===== config.mk =====
export PLATFORM = sky130hd
export DESIGN_NAME = cuckoo_hash_table
export DESIGN_NICKNAME = d
export VERILOG_FILES = /design/src/sv/cht_pkg.sv /design/src/sv/cht_div.sv /design/src/sv/cht_bank.sv /design/src/sv/cuckoo_hash_table.sv
export SDC_FILE = /design/constraint.sdc
export NUM_CORES = 1
export LEC_CHECK = 0
export BUFFER_PORTS_ARGS = -buffer_cell sky130_fd_sc_hd__buf_2
export CAP_MARGIN = 20
export CORE_MARGIN = 3
export CORE_UTILIZATION = 56
export DETAILED_ROUTE_END_ITERATION = 10
export PLACE_DENSITY = 0.74
export SLEW_MARGIN = 25
export SYNTH_ARGS = -nofsm -noshare
export SYNTH_HDL_FRONTEND = slang
export SYNTH_SLANG_ARGS = --single-unit

===== constraint.sdc =====
create_clock -name clk -period 4.2 [get_ports clk]
set_input_delay 0.63 -clock clk [delete_from_list [all_inputs] [get_ports clk]]
set_output_delay 0.63 -clock clk [all_outputs]
set_load 0.01 [all_outputs]

===== src/sv/cht_pkg.sv =====
// shared constants and types for the cuckoo hash table
`default_nettype none
package cht_pkg;
    localparam int KeyW = 31;
    localparam int CfgW = 5;
    localparam int DefDepth = 16;
    localparam logic [1:0] OpInsert = 2'd0;
    localparam logic [1:0] OpLookup = 2'd1;
    localparam logic [1:0] OpErase = 2'd2;
    localparam logic [1:0] StOk = 2'd0;
    localparam logic [1:0] StMiss = 2'd1;
    localparam logic [1:0] StFull = 2'd2;
    localparam logic [1:0] TblNone = 2'd0;
    localparam logic [1:0] TblOne = 2'd1;
    localparam logic [1:0] TblTwo = 2'd2;

    typedef struct packed {
        logic          go;
        logic [KeyW-1:0] dividend;
        logic [CfgW-1:0] divisor;
    } div_req_t;
endpackage
`default_nettype wire


===== src/sv/cht_div.sv =====
// restoring divider, one quotient bit per cycle, key by table size
`default_nettype none
module cht_div
    import cht_pkg::*;
(
    input  wire logic            clk,
    input  wire logic            rst_n,
    input  div_req_t             req,
    output logic                 done,
    output logic [KeyW-1:0]      quot,
    output logic [CfgW-1:0]      rem
);
    localparam int CntW = $clog2(KeyW + 1);
    logic [KeyW-1:0] q_reg, q_next;
    logic [CfgW-1:0] r_reg, r_next;
    logic [CfgW-1:0] d_reg;
    logic [CntW-1:0] cnt_reg, cnt_next;
    logic            busy_reg, busy_next, done_reg, done_next;
    logic [CfgW:0]   trial;

    always_comb
    begin
        q_next = q_reg;
        r_next = r_reg;
        cnt_next = cnt_reg;
        busy_next = busy_reg;
        done_next = 1'b0;
        trial = {r_reg, q_reg[KeyW-1]};
        if (req.go)
        begin
            q_next = req.dividend;
            r_next = '0;
            cnt_next = CntW'(KeyW);
            busy_next = 1'b1;
        end
        else if (busy_reg)
        begin
            if (trial >= {1'b0, d_reg})
            begin
                r_next = CfgW'(trial - {1'b0, d_reg});
                q_next = {q_reg[KeyW-2:0], 1'b1};
            end
            else
            begin
                r_next = CfgW'(trial);
                q_next = {q_reg[KeyW-2:0], 1'b0};
            end
            cnt_next = cnt_reg - 1'b1;
            if (cnt_reg == CntW'(1))
            begin
                busy_next = 1'b0;
                done_next = 1'b1;
            end
        end
    end

    always_ff @(posedge clk or negedge rst_n)
    begin
        if (!rst_n)
        begin
            busy_reg <= 1'b0;
            done_reg <= 1'b0;
            cnt_reg <= '0;
        end
        else
        begin
            busy_reg <= busy_next;
            done_reg <= done_next;
            cnt_reg <= cnt_next;
        end
    end

    always_ff @(posedge clk)
    begin
        q_reg <= q_next;
        r_reg <= r_next;
        if (req.go)
            d_reg <= req.divisor;
    end

    assign done = done_reg;
    assign quot = q_reg;
    assign rem = r_reg;
endmodule
`default_nettype wire


===== src/sv/cht_bank.sv =====
// one key table: synchronous key memory plus valid bits
`default_nettype none
module cht_bank
    import cht_pkg::*;
#(
    parameter int TABLE_DEPTH = DefDepth,
    localparam int IdxW = $clog2(TABLE_DEPTH)
)
(
    input  wire logic            clk,
    input  wire logic            rst_n,
    input  wire logic [IdxW-1:0] rd_addr,
    output logic [KeyW-1:0]      rd_key,
    output logic                 rd_valid,
    input  wire logic            wr_en,
    input  wire logic [IdxW-1:0] wr_addr,
    input  wire logic [KeyW-1:0] wr_key,
    input  wire logic            set_en,
    input  wire logic            clr_en,
    input  wire logic [IdxW-1:0] flag_addr
);
    logic [KeyW-1:0]        mem [TABLE_DEPTH];
    logic [TABLE_DEPTH-1:0] valid_reg;
    logic                   rdv_reg;

    always_ff @(posedge clk)
    begin
        if (wr_en)
            mem[wr_addr] <= wr_key;
        rd_key <= mem[rd_addr];
    end

    always_ff @(posedge clk or negedge rst_n)
    begin
        if (!rst_n)
        begin
            valid_reg <= '0;
            rdv_reg <= 1'b0;
        end
        else
        begin
            rdv_reg <= valid_reg[rd_addr];
            if (set_en)
                valid_reg[flag_addr] <= 1'b1;
            else if (clr_en)
                valid_reg[flag_addr] <= 1'b0;
        end
    end

    assign rd_valid = rdv_reg;
endmodule
`default_nettype wire


===== src/sv/cuckoo_hash_table.sv =====
// top level: two-table cuckoo hash set with eviction sequencer
// lookup and erase: result strobe after states DIV1, DIV2, READ, EVAL; busy drops next cycle
// insert: each placement attempt runs two 31-step hashing divisions, a memory read and the
// update; up to table_size attempts, clamped to 1..TABLE_DEPTH; unknown op: strobe next cycle
// one word at a time; busy stays high through the result strobe
// the result is shown for one cycle on done and cannot be stalled
// reset empties both tables at once and sets table_size to 16
`default_nettype none
module cuckoo_hash_table
    import cht_pkg::*;
#(
    parameter int TABLE_DEPTH = DefDepth,
    localparam int IdxW = $clog2(TABLE_DEPTH)
)
(
    input  wire logic            clk,
    input  wire logic            rst_n,
    input  wire logic            start,
    output logic                 busy,
    input  wire logic [1:0]      op,
    input  wire logic [KeyW-1:0] key,
    input  wire logic            cfg_valid,
    output logic                 cfg_ready,
    input  wire logic [CfgW-1:0] cfg_data,
    output logic                 done,
    output logic [1:0]           status,
    output logic [1:0]           found_table,
    output logic [3:0]           found_slot,
    output logic [KeyW-1:0]      dropped_key
);
    localparam logic [2:0] S_IDLE = 3'd0;
    localparam logic [2:0] S_DIV1 = 3'd1;
    localparam logic [2:0] S_DIV2 = 3'd2;
    localparam logic [2:0] S_READ = 3'd3;
    localparam logic [2:0] S_EVAL = 3'd4;
    localparam logic [2:0] S_DONE = 3'd5;

    logic [2:0]      state_reg, state_next;
    logic [CfgW-1:0] size_reg;
    logic [CfgW-1:0] eff;
    logic [1:0]      op_reg;
    logic [KeyW-1:0] hand_reg, hand_next;
    logic [IdxW-1:0] h1_reg, h2_reg;
    logic            side_reg, side_next;
    logic [CfgW-1:0] n_reg, n_next;
    logic [1:0]      st_reg, st_next, tb_reg, tb_next;
    logic [IdxW-1:0] sl_reg, sl_next;
    logic [KeyW-1:0] dk_reg, dk_next;
    logic            done_reg;
    div_req_t        dreq;
    logic            ddone;
    logic [KeyW-1:0] dquot;
    logic [CfgW-1:0] drem;
    logic [KeyW-1:0] k1, k2;
    logic            v1, v2;
    logic            w1, w2, s1, s2, c1, c2;

    always_comb
    begin
        eff = size_reg;
        if (eff == '0)
            eff = CfgW'(1);
        if ({27'd0, eff} > 32'(TABLE_DEPTH))
            eff = CfgW'(TABLE_DEPTH);
    end

    always_comb
    begin
        dreq.go = 1'b0;
        dreq.dividend = hand_reg;
        dreq.divisor = eff;
        if (state_reg == S_IDLE && start)
        begin
            dreq.go = 1'b1;
            dreq.dividend = key;
        end
        else if (state_reg == S_DIV1 && ddone)
        begin
            dreq.go = 1'b1;
            dreq.dividend = dquot;
        end
        else if (state_reg == S_EVAL && state_next == S_DIV1)
        begin
            dreq.go = 1'b1;
            dreq.dividend = hand_next;
        end
    end

    cht_div u_div (
        .clk(clk), .rst_n(rst_n), .req(dreq),
        .done(ddone), .quot(dquot), .rem(drem)
    );

    cht_bank #(.TABLE_DEPTH(TABLE_DEPTH)) u_one (
        .clk(clk), .rst_n(rst_n), .rd_addr(h1_reg), .rd_key(k1), .rd_valid(v1),
        .wr_en(w1), .wr_addr(h1_reg), .wr_key(hand_reg),
        .set_en(s1), .clr_en(c1), .flag_addr(h1_reg)
    );

    cht_bank #(.TABLE_DEPTH(TABLE_DEPTH)) u_two (
        .clk(clk), .rst_n(rst_n), .rd_addr(h2_reg), .rd_key(k2), .rd_valid(v2),
        .wr_en(w2), .wr_addr(h2_reg), .wr_key(hand_reg),
        .set_en(s2), .clr_en(c2), .flag_addr(h2_reg)
    );

    always_comb
    begin
        state_next = state_reg;
        hand_next = hand_reg;
        side_next = side_reg;
        n_next = n_reg;
        st_next = st_reg;
        tb_next = tb_reg;
        sl_next = sl_reg;
        dk_next = dk_reg;
        w1 = 1'b0; w2 = 1'b0; s1 = 1'b0; s2 = 1'b0; c1 = 1'b0; c2 = 1'b0;
        unique case (state_reg)
            S_IDLE:
            begin
                if (start)
                begin
                    hand_next = key;
                    side_next = 1'b0;
                    n_next = '0;
                    st_next = StMiss;
                    tb_next = TblNone;
                    sl_next = '0;
                    dk_next = '0;
                    state_next = (op == OpInsert || op == OpLookup || op == OpErase)
                                 ? S_DIV1 : S_DONE;
                end
            end
            S_DIV1:
                if (ddone)
                    state_next = S_DIV2;
            S_DIV2:
                if (ddone)
                    state_next = S_READ;
            S_READ:
                state_next = S_EVAL;
            S_EVAL:
            begin
                state_next = S_DONE;
                if (op_reg == OpInsert)
                begin
                    if (!side_reg)
                    begin
                        w1 = 1'b1;
                        s1 = !v1;
                    end
                    else
                    begin
                        w2 = 1'b1;
                        s2 = !v2;
                    end
                    if ((!side_reg && !v1) || (side_reg && !v2))
                        st_next = StOk;
                    else
                    begin
                        hand_next = side_reg ? k2 : k1;
                        side_next = !side_reg;
                        n_next = n_reg + 1'b1;
                        if (n_reg + 1'b1 >= eff)
                        begin
                            st_next = StFull;
                            dk_next = side_reg ? k2 : k1;
                        end
                        else
                            state_next = S_DIV1;
                    end
                end
                else if (v1 && k1 == hand_reg)
                begin
                    st_next = StOk;
                    tb_next = TblOne;
                    sl_next = h1_reg;
                    c1 = (op_reg == OpErase);
                end
                else if (v2 && k2 == hand_reg)
                begin
                    st_next = StOk;
                    tb_next = TblTwo;
                    sl_next = h2_reg;
                    c2 = (op_reg == OpErase);
                end
            end
            S_DONE:
                state_next = S_IDLE;
            default:
                state_next = S_IDLE;
        endcase
    end

    always_ff @(posedge clk or negedge rst_n)
    begin
        if (!rst_n)
        begin
            state_reg <= S_IDLE;
            size_reg <= CfgW'(16);
            done_reg <= 1'b0;
        end
        else
        begin
            state_reg <= state_next;
            done_reg <= (state_next == S_DONE) && (state_reg != S_DONE);
            if (cfg_valid && cfg_ready)
                size_reg <= cfg_data;
        end
    end

    always_ff @(posedge clk)
    begin
        hand_reg <= hand_next;
        side_reg <= side_next;
        n_reg <= n_next;
        st_reg <= st_next;
        tb_reg <= tb_next;
        sl_reg <= sl_next;
        dk_reg <= dk_next;
        if (state_reg == S_IDLE && start)
            op_reg <= op;
        if (state_reg == S_DIV1 && ddone)
            h1_reg <= IdxW'(drem);
        if (state_reg == S_DIV2 && ddone)
            h2_reg <= IdxW'(drem);
    end

    assign busy = (state_reg != S_IDLE);
    assign cfg_ready = (state_reg == S_IDLE) && !start;
    assign done = done_reg;
    assign status = st_reg;
    assign found_table = tb_reg;
    assign found_slot = 4'(sl_reg);
    assign dropped_key = dk_reg;
endmodule
`default_nettype wire


==> results.py <==
metrics = {
    "sta": {
        "setup_ws_ns": 0.929,
        "maxSlewHeadroom_pct": 30.9,
        "worstMarginPinSlew_ns": 1.04,
        "rsz0062_at_grt": "no",
        "setup_viol": 0,
        "period_share_pct": 77.9,
        "clock_skew_ns": 0.0227,
        "max_freq_mhz": 306,
        "final_hold_viol_count": 0,
        "fin_setup_tns_ns": 0,
        "final.min_clock_period_ns": 3.27,
        "maxSlewViolCount": 0,
    },
    "route": {
        "wl_met3_um": 11800,
        "via_count": 24100,
        "routedWlPerCell_um": 30.6,
        "highest_layer": "met5",
        "first_iter_violations": 3138,
        "dr_wl_met2_um": 53100,
        "via_per_inst": 6.51,
        "drc": 0,
        "routed_wirelength_um": 113000,
        "firstDrtPassIters": 5,
        "ant_nets": 0,
        "wl_met1_um": 46200,
    },
    "finish": {
        "largest_registers": "u_one.mem x496, u_two.mem x496",
        "fillers": 5417,
        "final_cells": 3711,
        "layout-drive-gt1-share_pct": 28.9,
        "syn_to_final_growth_pct": 13.4,
        "nets": 2532,
        "antenna_cells": 0,
        "layout_common_cells": "edfxtp_1, mux4_2, clkbuf_16, dfxtp_1, mux2i_1",
        "final_common_cell": "edfxtp_1",
    },
    "yosys": {
        "synth_cell_type_count": 66,
        "netlist_area_mm2": 0.0478,
        "synth_fa_ha_area_share_pct": 0.382,
        "synth_fp_nets": 2361,
        "synth_compound_area_share_pct": 2.23,
        "syn_area_per_cell_um2": 20.7,
        "synth_cells": 2305,
        "synth.largest_area_cell": "edfxtp_1",
        "ys_seq_elements": 1231,
        "yosys.area_share.simple_pct": 3.00,
        "synth_xor_xnor_area_share_pct": 1.19,
        "ys.flop_type": "edfxtp_1",
        "synth_seq_area_share_pct": 74.7,
        "synth_top_family_by_area": "multiplexers",
        "synth_top_area_share_pct": 68.0,
        "synth_area_leaders": "edfxtp_1, mux4_2, dfxtp_1, dfrtp_1, mux2i_1",
        "synth_edf_count": 1083,
        "synth.area.mux_share_pct": 17.0,
        "ys_warn_count": 0,
        "ys_async_sr_fraction_pct": 4.06,
    },
    "worst_setup_path": {
        "r2r_slack_ns": 0.93,
        "arrival_ns": 3.59,
        "slowest_stage": "dfxtp_1",
        "cp.required_ns": 4.52,
        "crit_path_end_kind": "flop",
        "crit_buf_inv": 0,
        "path_depth": 6,
        "crit_type": "flop to flop",
        "worstPathMaxFanout": 19,
        "rr_worst_depth": 6,
        "crit_path_start_kind": "flop",
        "cpPeakStageDelay_ns": 0.82,
        "cp_top_family": "simple AND/OR/NAND/NOR gates",
        "crit_path_cell_trace": "xnor2_1 -> nand4_1 -> nor4_1 -> and4_1 -> nor2_1 -> a311oi_1",
    },
    "clock_tree": {
        "clockBufferDepth": 3,
        "ctsHoldBuffers": 0,
        "cts_made_buffers": 116,
        "insertion_delay_ns": 0.68,
        "htree_levels": 3,
        "cts_num_sinks": 1231,
        "cts_setup_buffers": 0,
        "ctsResizeCount": 0,
        "cts_root_buf": "clkbuf_16",
        "clk_transition_reported_paths_ns": 0.06,
        "cts_tree": "yes",
    },
    "floorplanning": {
        "fp.dieH_um": 298,
        "core.rowCount": 106,
        "start_util_pct": 56.9,
        "dieArea_mm2": 0.0889,
        "core_region_area_mm2": 0.0841,
        "die_w_um": 298,
        "ioPinCount": 84,
    },
    "power_and_ir_drop": {
        "p_per_area_mw_per_mm2": 558,
        "p_leak_nw": 17.9,
        "power.total_w": 0.0302,
        "peakVddDrop_mv": 0.345,
    },
    "placement": {
        "port_buffers": 83,
        "place_hpwl_um": 65900,
        "dpl_worst_slack_ns": 1.02,
        "place_congestion": 0.933,
        "dp.cells": 3490,
    },
    "min_path": {
        "min-delay-path-class": "input port to asynchronous set/reset pin",
    },
    "global_routing": {
        "grt_start_max_net_pins": 117,
        "antenna_found_initial": 3,
        "gr-total-overflow": 0,
        "grt_pass1_wl_um": 168000,
        "grt_usage_pct": 25.8,
        "grt_pass1_vias": 24500,
    },
    "status": {
        "status": "finished, final reports clean",
    },
    "job": {
        "max_cap_violations": 0,
    },
}
==> worst register-to-register path, stage by stage (launching register included) <==
cell and delay (ns):
dfxtp_1 0.82, xnor2_1 0.21, nand4_1 0.32, nor4_1 0.50
and4_1 0.49, nor2_1 0.12, a311oi_1 0.45
==> area by class of cell <==
class	instances	area, um2	area share, %
Clock buffer	163	3280	6.05
Timing Repair Buffer	176	1370	2.52
Sequential cell	1231	35700	65.9
Multi-Input combinational cell	908	11600	21.5
Clock inverter	56	618	1.14
Inverter	43	161	0.298
Tap cell	1134	1420	2.62
==> metal layers <==
layer  vias up  global-route usage (%)
li1       9796                       -
met2      1371                    38.8
met5         -                       0
met4         4                    6.47
met3       175                    6.50
met1     12800                    38.7
==> cell usage after synthesis, types with 34 or more instances <==
cell type  instances
and3_1            34
inv_1             40
nand2_1           40
xnor2_1           62
clkbuf_1          60
mux2i_1           84
mux4_2           320
o21ai_0           35
nor2_1            94
buf_2             45
edfxtp_1        1083
dfrtp_1           49
dfxtp_1           98
==> where the power goes <==
group / leakage, nW / internal, W / total [W] / switching [W]
Sequential: 11.3 / 0.0152 / 0.0160 / 0.000763
Combinational: 4.72 / 0.00118 / 0.00368 / 0.00249
Clock: 1.92 / 0.00613 / 0.0106 / 0.00444
==> through the flow <==
step | cell area (um2) | utilization (%) | hold WS (ns)
2_1_floorplan | 47800 | - | 0.334
3_3_place_gp | 50300 | 59.8 | 0.478
3_5_place_dp | 50300 | 59.8 | 0.500
4_1_cts | 54200 | 64.4 | 0.0886
5_1_grt | 54200 | 64.5 | 0.129
6_report | 54200 | 64.5 | 0.0788
==> cells by family after synthesis <==
group	Yosys count
and+or+nand+nor	275
xor gates and xnor gates	65
adders and majority gates	14
muxes	410
buffers and inverters	166
AOI/OAI and AO/OA	144
DFF	1231
==> final timing paths <==
kind                                      start                         end
max reg2reg                hand_reg[11]$_DFF_P_     status[0]$_SDFFCE_PN1P_
min                                       rst_n  asynchronous set/reset pin
max                        hand_reg[11]$_DFF_P_     status[0]$_SDFFCE_PN1P_
min in group clk                          op[1]         op_reg[1]$_DFFE_PP_
max in group asynchronous                 rst_n  asynchronous set/reset pin
min reg2reg                                flop                        flop
No activity file was read; power rests on OpenSTA's default activity.
